==> config.mk <==
export PLATFORM = sky130hd
export DESIGN_NAME = beacon_parse_ap_table_core
export DESIGN_NICKNAME = d
export VERILOG_FILES = /design/src/hw/rtl/bpat_pkg.sv /design/src/hw/rtl/beacon_parse_ap_table_core.sv /design/src/hw/rtl/bpat_parser.sv /design/src/hw/rtl/bpat_engine.sv
export VERILOG_INCLUDE_DIRS = /design/src /design/src/hw/rtl
export SDC_FILE = /design/constraint.sdc
export NUM_CORES = 2
export LEC_CHECK = 0
export BUFFER_PORTS_ARGS = -buffer_cell sky130_fd_sc_hd__buf_2
export CAP_MARGIN = 30
export CORE_MARGIN = 2
export CORE_UTILIZATION = 35
export CTS_CLUSTER_SIZE = 25
export DETAILED_ROUTE_END_ITERATION = 10
export PLACE_DENSITY_LB_ADDON = 0.08
export SLEW_MARGIN = 20
export SYNTH_ARGS = -nofsm -noshare
export SYNTH_HDL_FRONTEND = slang
export SYNTH_SLANG_ARGS = --single-unit
==> constraint.sdc <==
create_clock -name aclk -period 8.1 [get_ports aclk]
set_input_delay 2.43 -clock aclk [delete_from_list [all_inputs] [get_ports aclk]]
set_output_delay 2.43 -clock aclk [all_outputs]
set_load 0.05 [all_outputs]
==> src/hw/rtl/beacon_parse_ap_table_core_defines.svh <==
// assertion macros used by the beacon parser table engine
`ifndef BEACON_PARSE_AP_TABLE_CORE_DEFINES_SVH
`define BEACON_PARSE_AP_TABLE_CORE_DEFINES_SVH

// same-cycle implication, checked outside reset
`define BPAT_ASSERT_IMPL(label, ante, cons, msg) \
    label: assert property (@(posedge aclk) disable iff (!aresetn) (ante) |-> (cons)) \
        else $error(msg);

// next-cycle implication, checked outside reset
`define BPAT_ASSERT_NEXT(label, ante, cons, msg) \
    label: assert property (@(posedge aclk) disable iff (!aresetn) (ante) |=> (cons)) \
        else $error(msg);

`endif

==> src/hw/rtl/bpat_pkg.sv <==
// types and constants of the beacon parser and access point table
`timescale 1ns / 1ps
package bpat_pkg;

    localparam int TABLE_DEPTH_DEF = 20;
    localparam int NAME_MAX        = 32;

    localparam logic [2:0] ST_NOT_BEACON = 3'd0;
    localparam logic [2:0] ST_SHORT      = 3'd1;
    localparam logic [2:0] ST_FULL       = 3'd2;
    localparam logic [2:0] ST_NEW        = 3'd3;
    localparam logic [2:0] ST_UPDATED    = 3'd4;

    localparam logic [2:0] ENC_OPEN = 3'd0;
    localparam logic [2:0] ENC_WEP  = 3'd1;
    localparam logic [2:0] ENC_WPA  = 3'd2;
    localparam logic [2:0] ENC_WPA2 = 3'd3;
    localparam logic [2:0] ENC_WPA3 = 3'd4;

    localparam logic OP_BYTE  = 1'b0;
    localparam logic OP_CLEAR = 1'b1;

    typedef struct packed {
        logic              opcode;
        logic [7:0]        frame_byte;
        logic              first_byte;
        logic              last_byte;
        logic              is_mgmt;
        logic [11:0]       frame_length;
        logic [3:0]        rx_channel;
        logic signed [7:0] rx_rssi;
    } in_item_t;

    typedef struct packed {
        logic [2:0]        status;
        logic [5:0]        entry_index;
        logic [6:0]        entry_count;
        logic [47:0]       ap_mac;
        logic [3:0]        ap_channel;
        logic signed [7:0] ap_rssi;
        logic [2:0]        enc_class;
        logic [7:0]        name_byte;
        logic              name_byte_valid;
        logic              last_of_run;
    } out_item_t;

    typedef enum logic [1:0] {
        FK_REJECT = 2'd0,
        FK_SHORT  = 2'd1,
        FK_OK     = 2'd2
    } fin_kind_t;

    // frame summary handed from the parser to the table engine
    typedef struct packed {
        fin_kind_t         kind;
        logic [47:0]       mac;
        logic [2:0]        enc;
        logic [5:0]        name_len;
        logic [3:0]        channel;
        logic signed [7:0] rssi;
    } fin_t;

endpackage

==> src/hw/rtl/beacon_parse_ap_table_core.sv <==
// Beacon parser with access point table, top level.
// Input channel s_*: one item per frame byte (opcode byte) or a table clear
// (opcode clear). Bytes of a frame are taken at one per cycle; first_byte
// starts a frame and last_byte ends it.
// Result channel m_*: a frame's last byte causes one result, or for a new
// table entry one result per ssid byte with last_of_run on the final one.
// Sequence: the last byte registers a frame summary for the engine, which reads
// and then compares each table entry searched on the shared comparator, decides
// when no entry matches, then gives one result per cycle while m_ready.
// Throughput: one byte per cycle inside a frame; s_ready is low from the last
// byte until the final result is placed in the output register.
// A stalled receiver holds the output register; the sequencer waits and the
// input stays not ready until the run is fully loaded.
// Reset (aresetn low, synchronous) empties the table, idles the parser and
// drops any pending result. The table memory needs no clearing pass.
`timescale 1ns / 1ps
module beacon_parse_ap_table_core #(
    parameter int TABLE_DEPTH = bpat_pkg::TABLE_DEPTH_DEF
) (
    input  logic                aclk,
    input  logic                aresetn,
    input  logic                s_valid,
    output logic                s_ready,
    input  bpat_pkg::in_item_t  s_data,
    output logic                m_valid,
    input  logic                m_ready,
    output bpat_pkg::out_item_t m_data
);
    import bpat_pkg::*;

    logic       eng_idle;
    logic       fin_valid;
    fin_t       fin;
    logic [4:0] name_addr;
    logic [7:0] name_data;
    logic       acc;
    logic       byte_acc;
    logic       clear_acc;

    // input handshake and opcode split
    assign s_ready   = eng_idle && !fin_valid;
    assign acc       = s_valid && s_ready;
    assign byte_acc  = acc && (s_data.opcode == OP_BYTE);
    assign clear_acc = acc && (s_data.opcode == OP_CLEAR);

    bpat_parser u_parser (
        .aclk      (aclk),
        .aresetn   (aresetn),
        .byte_acc  (byte_acc),
        .item      (s_data),
        .name_addr (name_addr),
        .name_data (name_data),
        .fin_valid (fin_valid),
        .fin       (fin)
    );

    bpat_engine #(
        .TABLE_DEPTH (TABLE_DEPTH)
    ) u_engine (
        .aclk      (aclk),
        .aresetn   (aresetn),
        .clear     (clear_acc),
        .fin_valid (fin_valid),
        .fin       (fin),
        .name_addr (name_addr),
        .name_data (name_data),
        .idle      (eng_idle),
        .m_valid   (m_valid),
        .m_ready   (m_ready),
        .m_data    (m_data)
    );

endmodule

==> src/hw/rtl/bpat_parser.sv <==
// byte-serial beacon parser: header fields, tagged elements, frame summary
`timescale 1ns / 1ps
module bpat_parser (
    input  logic             aclk,
    input  logic             aresetn,
    input  logic             byte_acc,
    input  bpat_pkg::in_item_t item,
    input  logic [4:0]       name_addr,
    output logic [7:0]       name_data,
    output logic             fin_valid,
    output bpat_pkg::fin_t   fin
);
    import bpat_pkg::*;

    typedef enum logic [6:0] {
        PH_IDLE    = 7'b0000001,
        PH_FIXED   = 7'b0000010,
        PH_TAG_ID  = 7'b0000100,
        PH_TAG_LEN = 7'b0001000,
        PH_TAG_VAL = 7'b0010000,
        PH_DONE    = 7'b0100000,
        PH_REJECT  = 7'b1000000
    } phase_t;

    typedef struct packed {
        logic priv;
        logic ssid;
        logic rsn;
        logic sae;
        logic wpa;
    } flags_t;

    phase_t      phase_reg, phase_next;
    logic [11:0] pos_reg, pos_next;
    logic [47:0] mac_reg, mac_next;
    flags_t      flags_reg, flags_next;
    logic [5:0]  nlen_reg, nlen_next;
    logic [7:0]  tid_reg, tid_next;
    logic [7:0]  tlen_reg, tlen_next;
    logic [7:0]  tpos_reg, tpos_next;
    logic [15:0] pair_reg, pair_next;
    logic [15:0] akm_reg, akm_next;
    logic [31:0] suite_reg, suite_next;
    logic [7:0]  frame_name_reg [NAME_MAX];
    logic [7:0]  name_data_reg;
    logic        fin_valid_reg, fin_valid_next;
    fin_t        fin_reg, fin_next;
    logic        name_we;
    logic [4:0]  name_wa;

    assign name_data = name_data_reg;
    assign fin_valid = fin_valid_reg;
    assign fin       = fin_reg;

    // one frame byte per step
    always_comb begin
        logic              open;
        logic [7:0]        b;
        logic signed [13:0] total;
        logic signed [13:0] spos;
        logic [18:0]       akm_at;
        logic [18:0]       i19;
        logic [18:0]       rel;
        logic [2:0]        enc;
        phase_next     = phase_reg;
        pos_next       = pos_reg;
        mac_next       = mac_reg;
        flags_next     = flags_reg;
        nlen_next      = nlen_reg;
        tid_next       = tid_reg;
        tlen_next      = tlen_reg;
        tpos_next      = tpos_reg;
        pair_next      = pair_reg;
        akm_next       = akm_reg;
        suite_next     = suite_reg;
        fin_valid_next = 1'b0;
        fin_next       = fin_reg;
        name_we        = 1'b0;
        name_wa        = tpos_reg[4:0];
        b              = item.frame_byte;
        total          = $signed({2'b00, item.frame_length}) - 14'sd40;
        open           = item.first_byte || (phase_reg != PH_IDLE);
        akm_at         = '0;
        i19            = '0;
        rel            = '0;
        enc            = ENC_OPEN;
        spos           = '0;
        if (byte_acc && open) begin
            // a first byte always restarts the parse
            if (item.first_byte) begin
                pos_next   = '0;
                mac_next   = '0;
                flags_next = '0;
                nlen_next  = '0;
                tid_next   = '0;
                tlen_next  = '0;
                tpos_next  = '0;
                pair_next  = '0;
                akm_next   = '0;
                suite_next = '0;
                phase_next = item.is_mgmt ? PH_FIXED : PH_REJECT;
            end
            spos = $signed({2'b00, pos_next});
            if (pos_next != 12'hFFF) begin
                case (phase_next)
                    PH_FIXED: begin
                        if (pos_next == 12'd0 && (b & 8'hFC) != 8'h80) begin
                            phase_next = PH_REJECT;
                        end else begin
                            if (pos_next >= 12'd16 && pos_next <= 12'd21) begin
                                mac_next = {mac_next[39:0], b};
                            end
                            if (pos_next == 12'd34 && (b & 8'h10) != 8'h00) begin
                                flags_next.priv = 1'b1;
                            end
                            if (pos_next == 12'd35) begin
                                phase_next = PH_TAG_ID;
                            end
                        end
                    end
                    PH_TAG_ID: begin
                        if (spos - 14'sd34 > total) begin
                            phase_next = PH_DONE;
                        end else begin
                            tid_next   = b;
                            phase_next = PH_TAG_LEN;
                        end
                    end
                    PH_TAG_LEN: begin
                        if (spos + $signed({6'd0, b}) - 14'sd35 > total) begin
                            phase_next = PH_DONE;
                        end else begin
                            tlen_next = b;
                            tpos_next = '0;
                            if (tid_next == 8'd0 && b <= 8'(NAME_MAX)) begin
                                flags_next.ssid = 1'b1;
                                nlen_next       = b[5:0];
                            end else if (tid_next == 8'd48 && b >= 8'd2) begin
                                flags_next.rsn = 1'b1;
                                pair_next      = '0;
                                akm_next       = '0;
                            end
                            phase_next = (b != 8'd0) ? PH_TAG_VAL : PH_TAG_ID;
                        end
                    end
                    PH_TAG_VAL: begin
                        suite_next = {suite_next[23:0], b};
                        i19        = {11'd0, tpos_next};
                        akm_at     = 19'd8 + {1'b0, pair_next, 2'b00};
                        if (tid_next == 8'd0 && tlen_next <= 8'(NAME_MAX)) begin
                            // ssid body, length already bounded by the name size
                            name_we = 1'b1;
                            name_wa = tpos_next[4:0];
                        end else if (tid_next == 8'd48 && tlen_next >= 8'd2) begin
                            if (tlen_next >= 8'd8) begin
                                if (tpos_next == 8'd6) begin
                                    pair_next = {8'd0, b};
                                end else if (tpos_next == 8'd7) begin
                                    pair_next = pair_next | {b, 8'd0};
                                end else if (tpos_next >= 8'd8) begin
                                    if (i19 == akm_at) begin
                                        akm_next = {8'd0, b};
                                    end else if (i19 == akm_at + 19'd1) begin
                                        akm_next = akm_next | {b, 8'd0};
                                    end else if (i19 >= akm_at + 19'd2) begin
                                        rel = i19 - akm_at - 19'd2;
                                        if (rel[1:0] == 2'd3 &&
                                            {10'd0, rel[7:2]} < akm_next &&
                                            suite_next == 32'h000FAC08) begin
                                            flags_next.sae = 1'b1;
                                        end
                                    end
                                end
                            end
                        end else if (tid_next == 8'd221 && tlen_next >= 8'd4) begin
                            if (tpos_next == 8'd3 && suite_next == 32'h0050F201) begin
                                flags_next.wpa = 1'b1;
                            end
                        end
                        tpos_next = tpos_next + 8'd1;
                        if (tpos_next >= tlen_next) begin
                            phase_next = PH_TAG_ID;
                        end
                    end
                    default: begin
                    end
                endcase
                pos_next = pos_next + 12'd1;
            end
            // frame end: summarize for the table engine
            if (item.last_byte) begin
                if (!flags_next.priv)    enc = ENC_OPEN;
                else if (flags_next.sae) enc = ENC_WPA3;
                else if (flags_next.rsn) enc = ENC_WPA2;
                else if (flags_next.wpa) enc = ENC_WPA;
                else                     enc = ENC_WEP;
                fin_valid_next   = 1'b1;
                fin_next.mac     = mac_next;
                fin_next.enc     = enc;
                fin_next.name_len = nlen_next;
                fin_next.channel = item.rx_channel;
                fin_next.rssi    = item.rx_rssi;
                if (phase_next == PH_REJECT) begin
                    fin_next.kind = FK_REJECT;
                end else if (total < 14'sd2 ||
                             $signed({2'b00, pos_next}) < total + 14'sd36 ||
                             !flags_next.ssid || nlen_next == 6'd0) begin
                    fin_next.kind = FK_SHORT;
                end else begin
                    fin_next.kind = FK_OK;
                end
                phase_next = PH_IDLE;
            end
        end
    end

    // control state
    always_ff @(posedge aclk) begin
        if (!aresetn) begin
            phase_reg     <= PH_IDLE;
            pos_reg       <= '0;
            mac_reg       <= '0;
            flags_reg     <= '0;
            nlen_reg      <= '0;
            tid_reg       <= '0;
            tlen_reg      <= '0;
            tpos_reg      <= '0;
            pair_reg      <= '0;
            akm_reg       <= '0;
            suite_reg     <= '0;
            fin_valid_reg <= 1'b0;
        end else begin
            phase_reg     <= phase_next;
            pos_reg       <= pos_next;
            mac_reg       <= mac_next;
            flags_reg     <= flags_next;
            nlen_reg      <= nlen_next;
            tid_reg       <= tid_next;
            tlen_reg      <= tlen_next;
            tpos_reg      <= tpos_next;
            pair_reg      <= pair_next;
            akm_reg       <= akm_next;
            suite_reg     <= suite_next;
            fin_valid_reg <= fin_valid_next;
        end
    end

    // ssid bytes with a registered read port, and frame summary
    always_ff @(posedge aclk) begin
        fin_reg <= fin_next;
        if (name_we) begin
            frame_name_reg[name_wa] <= item.frame_byte;
        end
        name_data_reg <= frame_name_reg[name_addr];
    end

endmodule

==> src/hw/rtl/bpat_engine.sv <==
// table engine: serial bssid search over the mac memory, append and result emission
`timescale 1ns / 1ps
`include "beacon_parse_ap_table_core_defines.svh"
module bpat_engine #(
    parameter int TABLE_DEPTH = bpat_pkg::TABLE_DEPTH_DEF
) (
    input  logic                aclk,
    input  logic                aresetn,
    input  logic                clear,
    input  logic                fin_valid,
    input  bpat_pkg::fin_t      fin,
    output logic [4:0]          name_addr,
    input  logic [7:0]          name_data,
    output logic                idle,
    output logic                m_valid,
    input  logic                m_ready,
    output bpat_pkg::out_item_t m_data
);
    import bpat_pkg::*;

    localparam int CNT_W = $clog2(TABLE_DEPTH + 1);
    localparam int IDX_W = (TABLE_DEPTH > 1) ? $clog2(TABLE_DEPTH) : 1;

    typedef enum logic [4:0] {
        E_IDLE   = 5'b00001,
        E_READ   = 5'b00010,
        E_CMP    = 5'b00100,
        E_DECIDE = 5'b01000,
        E_EMIT   = 5'b10000
    } eng_state_t;

    eng_state_t  state_reg, state_next;
    logic [CNT_W-1:0] fill_reg, fill_next;
    logic [CNT_W-1:0] scan_reg, scan_next;
    fin_t        hold_reg, hold_next;
    out_item_t   res_reg, res_next;
    logic [5:0]  k_reg, k_next;
    logic [5:0]  len_reg, len_next;
    logic        named_reg, named_next;
    logic        m_valid_reg, m_valid_next;
    out_item_t   m_data_reg, m_data_next;
    logic [47:0] mac_mem [TABLE_DEPTH];
    logic [47:0] rd_data_reg;
    logic        mem_we;
    logic        fill_hold;

    assign idle      = (state_reg == E_IDLE);
    assign m_valid   = m_valid_reg;
    assign m_data    = m_data_reg;
    // name memory read is registered, so it is addressed with k_next, in the cycle before its byte is used
    assign name_addr = k_next[4:0];
    assign fill_hold = !clear && state_reg != E_DECIDE;

    // sequencer
    always_comb begin
        logic load;
        state_next   = state_reg;
        fill_next    = fill_reg;
        scan_next    = scan_reg;
        hold_next    = hold_reg;
        res_next     = res_reg;
        k_next       = k_reg;
        len_next     = len_reg;
        named_next   = named_reg;
        m_valid_next = m_valid_reg;
        m_data_next  = m_data_reg;
        mem_we       = 1'b0;
        load         = 1'b0;
        if (m_ready) begin
            m_valid_next = 1'b0;
        end
        if (clear) begin
            fill_next = '0;
        end
        case (state_reg)
            E_IDLE: begin
                if (fin_valid) begin
                    hold_next = fin;
                    scan_next = '0;
                    k_next    = '0;
                    len_next  = 6'd1;
                    named_next = 1'b0;
                    res_next  = '0;
                    res_next.entry_count = 7'(fill_reg);
                    if (fin.kind == FK_REJECT) begin
                        res_next.status = ST_NOT_BEACON;
                        state_next      = E_EMIT;
                    end else if (fin.kind == FK_SHORT) begin
                        res_next.status = ST_SHORT;
                        state_next      = E_EMIT;
                    end else begin
                        state_next = (fill_reg == '0) ? E_DECIDE : E_READ;
                    end
                end
            end
            E_READ: begin
                state_next = E_CMP;
            end
            E_CMP: begin
                if (rd_data_reg == hold_reg.mac) begin
                    res_next.status      = ST_UPDATED;
                    res_next.entry_index = 6'(scan_reg);
                    res_next.ap_mac      = hold_reg.mac;
                    res_next.ap_channel  = hold_reg.channel;
                    res_next.ap_rssi     = hold_reg.rssi;
                    res_next.enc_class   = hold_reg.enc;
                    state_next           = E_EMIT;
                end else if (scan_reg + CNT_W'(1) < fill_reg) begin
                    scan_next  = scan_reg + CNT_W'(1);
                    state_next = E_READ;
                end else begin
                    state_next = E_DECIDE;
                end
            end
            E_DECIDE: begin
                res_next.ap_mac    = hold_reg.mac;
                res_next.enc_class = hold_reg.enc;
                if (fill_reg >= CNT_W'(TABLE_DEPTH)) begin
                    res_next.status = ST_FULL;
                end else begin
                    mem_we               = 1'b1;
                    fill_next            = fill_reg + CNT_W'(1);
                    res_next.status      = ST_NEW;
                    res_next.entry_index = 6'(fill_reg);
                    res_next.entry_count = 7'(fill_reg) + 7'd1;
                    res_next.ap_channel  = hold_reg.channel;
                    res_next.ap_rssi     = hold_reg.rssi;
                    len_next             = hold_reg.name_len;
                    named_next           = 1'b1;
                end
                state_next = E_EMIT;
            end
            E_EMIT: begin
                // one result per free output slot
                if (!m_valid_reg || m_ready) begin
                    load = 1'b1;
                end
            end
            default: begin
                state_next = E_IDLE;
            end
        endcase
        if (load) begin
            m_valid_next                = 1'b1;
            m_data_next                 = res_reg;
            m_data_next.name_byte       = named_reg ? name_data : 8'd0;
            m_data_next.name_byte_valid = named_reg;
            m_data_next.last_of_run     = (k_reg + 6'd1 == len_reg);
            k_next                      = k_reg + 6'd1;
            if (k_reg + 6'd1 == len_reg) begin
                state_next = E_IDLE;
            end
        end
    end

    // control state
    always_ff @(posedge aclk) begin
        if (!aresetn) begin
            state_reg   <= E_IDLE;
            fill_reg    <= '0;
            m_valid_reg <= 1'b0;
        end else begin
            state_reg   <= state_next;
            fill_reg    <= fill_next;
            m_valid_reg <= m_valid_next;
        end
    end

    // payload state
    always_ff @(posedge aclk) begin
        scan_reg   <= scan_next;
        hold_reg   <= hold_next;
        res_reg    <= res_next;
        k_reg      <= k_next;
        len_reg    <= len_next;
        named_reg  <= named_next;
        m_data_reg <= m_data_next;
    end

    // bssid memory: one write port, one registered read port
    always_ff @(posedge aclk) begin
        if (mem_we) begin
            mac_mem[fill_reg[IDX_W-1:0]] <= hold_reg.mac;
        end
        rd_data_reg <= mac_mem[scan_reg[IDX_W-1:0]];
    end

    `BPAT_ASSERT_IMPL(a_fill_bound, 1'b1, fill_reg <= CNT_W'(TABLE_DEPTH), "table fill past depth")
    `BPAT_ASSERT_IMPL(a_fin_when_idle, fin_valid, state_reg == E_IDLE, "frame summary while busy")
    `BPAT_ASSERT_NEXT(a_fill_step, fill_hold, fill_reg == $past(fill_reg), "fill moved")
    `BPAT_ASSERT_IMPL(a_scan_in_range, state_reg == E_CMP, scan_reg < fill_reg, "scan past fill")

endmodule
==> results.yml <==
final_layout:
  finish.net_count: 4418
  final.fill_count: 18040
  largest_reg_flops: 960
  drive_above_1_share: 0.2231
  syn_to_final_growth_pct: 14.32
  finished_cell_area_um2: 80750
floorplanning:
  initial_core_utilization: 0.3531
  boundaryPins: 131
  floorplan.die.height_um: 453.2
  row_count: 164
  design.core.area_um2: 200100
  die_x_um: 453.2
  dieArea_um2: 205400
pwr:
  seq_power_share: 0.518
  p_leak_uw: 0.02612
  netSwitchingPower_uw: 4098
  power_switching_share: 0.2148
  power_density_over_the_cells_nw_per_um2: 236.2
  design_power_total_uw: 19080
  combinationalPowerShare: 0.035
  cellInternalPower_uw: 14980
  peakVddDrop_v: 0.0001955
  power.clock.fraction: 0.447
detailed_routing:
  dr.max_layer_used: "met5"
  route.detailed.wl_per_inst_um: 27.73
  detailroute.wirelength.met3_mm: 6.554
  drt_wl_total_mm: 197.2
  first_pass_drt_iterations: 5
  detail_route.iter0.violations: 3277
  dr_wl_met2_mm: 98.88
  remaining_drc_errors: 0
  route.detailed.vias_per_inst: 5.219
  ant_nets: 0
  via_count: 37120
  m1WireLength_mm: 87.88
sta:
  timing.slew.headroom: 0.2730
  setup_total_negative_slack_ns: 0
  rsz0062_at_grt: "false"
  timing.final.setup_violations: 0
  hold_slack_ns: 0.3876
  slew_viol_final: 0
  timing.final.ws_setup_ns: 0.9455
  final_hold_viol_count: 0
  achievable-frequency_mhz: 139.8
  final_period_demand_of_the_worst_path_ns: 7.155
  fin_crit_sh: 0.8833
  worst_pin_slew_ns: 1.090
  finClkSkew_ns: 0.03708
clock_network:
  cts.repair.resized: 0
  cts.sinks: 1764
  tritoncts: "built"
  cts_post_setup_buffers_inserted: 0
  cts.root.buffer_cell: "sky130_fd_sc_hd__clkbuf_16"
  insertion_delay_of_the_later_clocked_pin_in_the_worst_skew_pair_ns: 0.83
  cts_bufs_inserted: 190
  cts.htree.levels: 4
  clk_path_buf_depth: 3
  path_clk_slew_ns: 0.06
  cts.hold.buffers_added: 0
grt:
  total_grt_overflow: 0
  via_count_of_the_first_global_routing_pass: 38150
  grt_antenna_before_repair: 13
  grt_first_pass_wirelength_mm: 283.0
  grt.total_usage: 0.1917
  grt_start_max_net_pins: 139
synthesis:
  synth-edff-count: 1533
  synth.cells.most_frequent: "sky130_fd_sc_hd__edfxtp_1, sky130_fd_sc_hd__mux4_2, sky130_fd_sc_hd__nand2_1"
  async_reset_ff_frac: 0
  syn_area_um2: 70640
  share_of_the_synthesized_area_in_the_top_cell_type: 0.6517
  dominant_register_cell_in_the_synthesized_netlist: "sky130_fd_sc_hd__edfxtp_1"
  post_synth_num_cell_types: 104
  synth_top_cells_by_area: "sky130_fd_sc_hd__edfxtp_1, sky130_fd_sc_hd__mux4_2, sky130_fd_sc_hd__dfxtp_1, sky130_fd_sc_hd__nand2_1, sky130_fd_sc_hd__ha_1"
  synth_area_per_cell_um2: 17.33
  most_numerous_cell_in_the_yosys_netlist: "sky130_fd_sc_hd__edfxtp_1"
  synth.yosys.seq_area_share: 0.7172
  yosys_register_bits: 1764
  netlist_instances: 4075
  synth.yosys.warnings: 0
  netlist.top_cell.by_area: "sky130_fd_sc_hd__edfxtp_1"
placed_design:
  routabilityCongestion: 0.7874
  dp_hpwl_mm: 114.9
  post_dp_cell_area_um2: 74570
  numPortBuffers: 128
  preCtsSetupSlack_ns: 0.1081
worst_hold_path:
  worstHoldPathCells: 0
  worst_hold_startpoint: "u_parser.fin[58]"
  worst_min_delay_path_category: "reg -> reg"
  timing.hold.worst_endpoint: "u_engine.hold_reg[58]"
setup_path:
  worst_r2r_path_depth: 22
  worstPathCellList: "buf_4 -> inv_2 -> nand2_1 -> inv_1 -> xor2_1 -> ha_1 -> a221o_2 -> a31o_2 -> a2111oi_4 -> o31ai_2 -> nor2_1 -> xor2_1 -> or4_1 -> or3_4 -> xnor2_1 -> ha_1 -> nand4_1 -> or4_1 -> o31ai_1 -> a221oi_1 -> buf_4 -> nor4_2 -> a22oi_1 -> nor2_1"
  crit_type: "in -> reg"
  reg2reg_slack_ns: 2.05
  critical-path-max-stage-delay_ns: 0.67
  timing.critical_path.fanout_max: 9
  timing.critical_path.required_ns: 8.82
  timing.critical_path.arrival_ns: 7.88
  endpoint_kind: "register"
  r2r_start: "u_parser.pos_reg[1]"
  crit_path_start_kind: "primary input"
  worst_path_max_delay_cell: "sky130_fd_sc_hd__nor4_2"
  rr_endpoint: "u_parser.tlen_reg[1]"
flow_run:
  max_cap_violation_count: 0
status:
  outcome: "complete, no violations"
==> power by group through the flow <==
stage	registers (µW)	logic [µW]	clock network, µW
4_1_cts	9880	684	8750
2_1_floorplan	10100	455	0
5_1_grt	9890	731	9120
3_5_place_dp	10100	682	0
6_report	9880	669	8520
3_3_place_gp	10100	681	0
==> worst max-delay path by stage <==
stage	depth (start not counted)	slack (ns)	from	to
floorplan	25	0.05	s_data[26]	u_parser.fin[69]
global placement	24	0.22	s_data[26]	u_parser.tlen_reg[4]
detailed placement	21	0.11	s_data[27]	u_parser.tlen_reg[2]
CTS	21	0.98	s_data[27]	u_parser.tlen_reg[1]
global route	24	0.48	s_data[26]	u_parser.tlen_reg[1]
finish	24	0.95	s_data[26]	u_parser.tlen_reg[1]
==> area by class of cell <==
type | count | area [µm²] | area share
clock inverter | 75 | 695.7 | 0.008615
antenna | 5 | 12.51 | 0.0001549
multi-input combinational | 2039 | 18910 | 0.2342
clock buffer | 284 | 5441 | 0.06739
sequential | 1764 | 50660 | 0.6273
inverter | 64 | 250.2 | 0.003099
timing repair buffer | 225 | 1461 | 0.01810
tap | 2656 | 3323 | 0.04115
==> cell usage in the layout (no fill, tap or decap), types with 58 or more instances in the layout <==
master and instances:
sky130_fd_sc_hd__mux4_2 352, sky130_fd_sc_hd__dfxtp_1 231, sky130_fd_sc_hd__clkbuf_1 64, sky130_fd_sc_hd__clkbuf_16 193
sky130_fd_sc_hd__nand2_1 323, sky130_fd_sc_hd__xor2_1 76, sky130_fd_sc_hd__o21ai_0 66, sky130_fd_sc_hd__ha_1 92
sky130_fd_sc_hd__nor2_1 186, sky130_fd_sc_hd__inv_1 58, sky130_fd_sc_hd__buf_2 127, sky130_fd_sc_hd__nor2b_1 96
sky130_fd_sc_hd__edfxtp_1 1533, sky130_fd_sc_hd__buf_4 91, sky130_fd_sc_hd__a21oi_1 162
==> worst max-delay path: cells and delay by family <==
kind                     cells  cell delay (ns)
AO/OA/AOI/OAI                7             1.53
XOR/XNOR                     3             0.33
adder cells (fa/ha/maj)      2             0.52
buffers and inverters        4             0.51
AND/OR/NAND/NOR              8             2.53
==> cell families (layout without fill, tap and decap cells) <==
logic type,after synthesis,after routing,share of synthesized area
buffers and inverters,273,648,0.01713
adders and majority gates,94,94,0.01676
and+or+nand+nor,924,924,0.06487
AOI/OAI and AO/OA,446,446,0.04161
muxes,444,444,0.1263
other,1,7,0.00005309
xor gates and xnor gates,129,129,0.01610
DFF,1764,1764,0.7172
==> per-stage QoR <==
stage | util | std cells
floorplan | - | 4076
global placement | 0.3726 | 6745
detailed placement | 0.3727 | 6746
CTS | 0.4034 | 7105
global route | 0.4036 | 7110
finish | 0.4036 | 7112
==> routing by layer <==
layer  GRT usage  vias to the layer above
li1            -                    16460
met1      0.2611                    19650
met2      0.3244                      751
met3     0.02647                      251
met4     0.04500                        2
met5           0                        -
No activity file was read; power rests on OpenSTA's default activity.
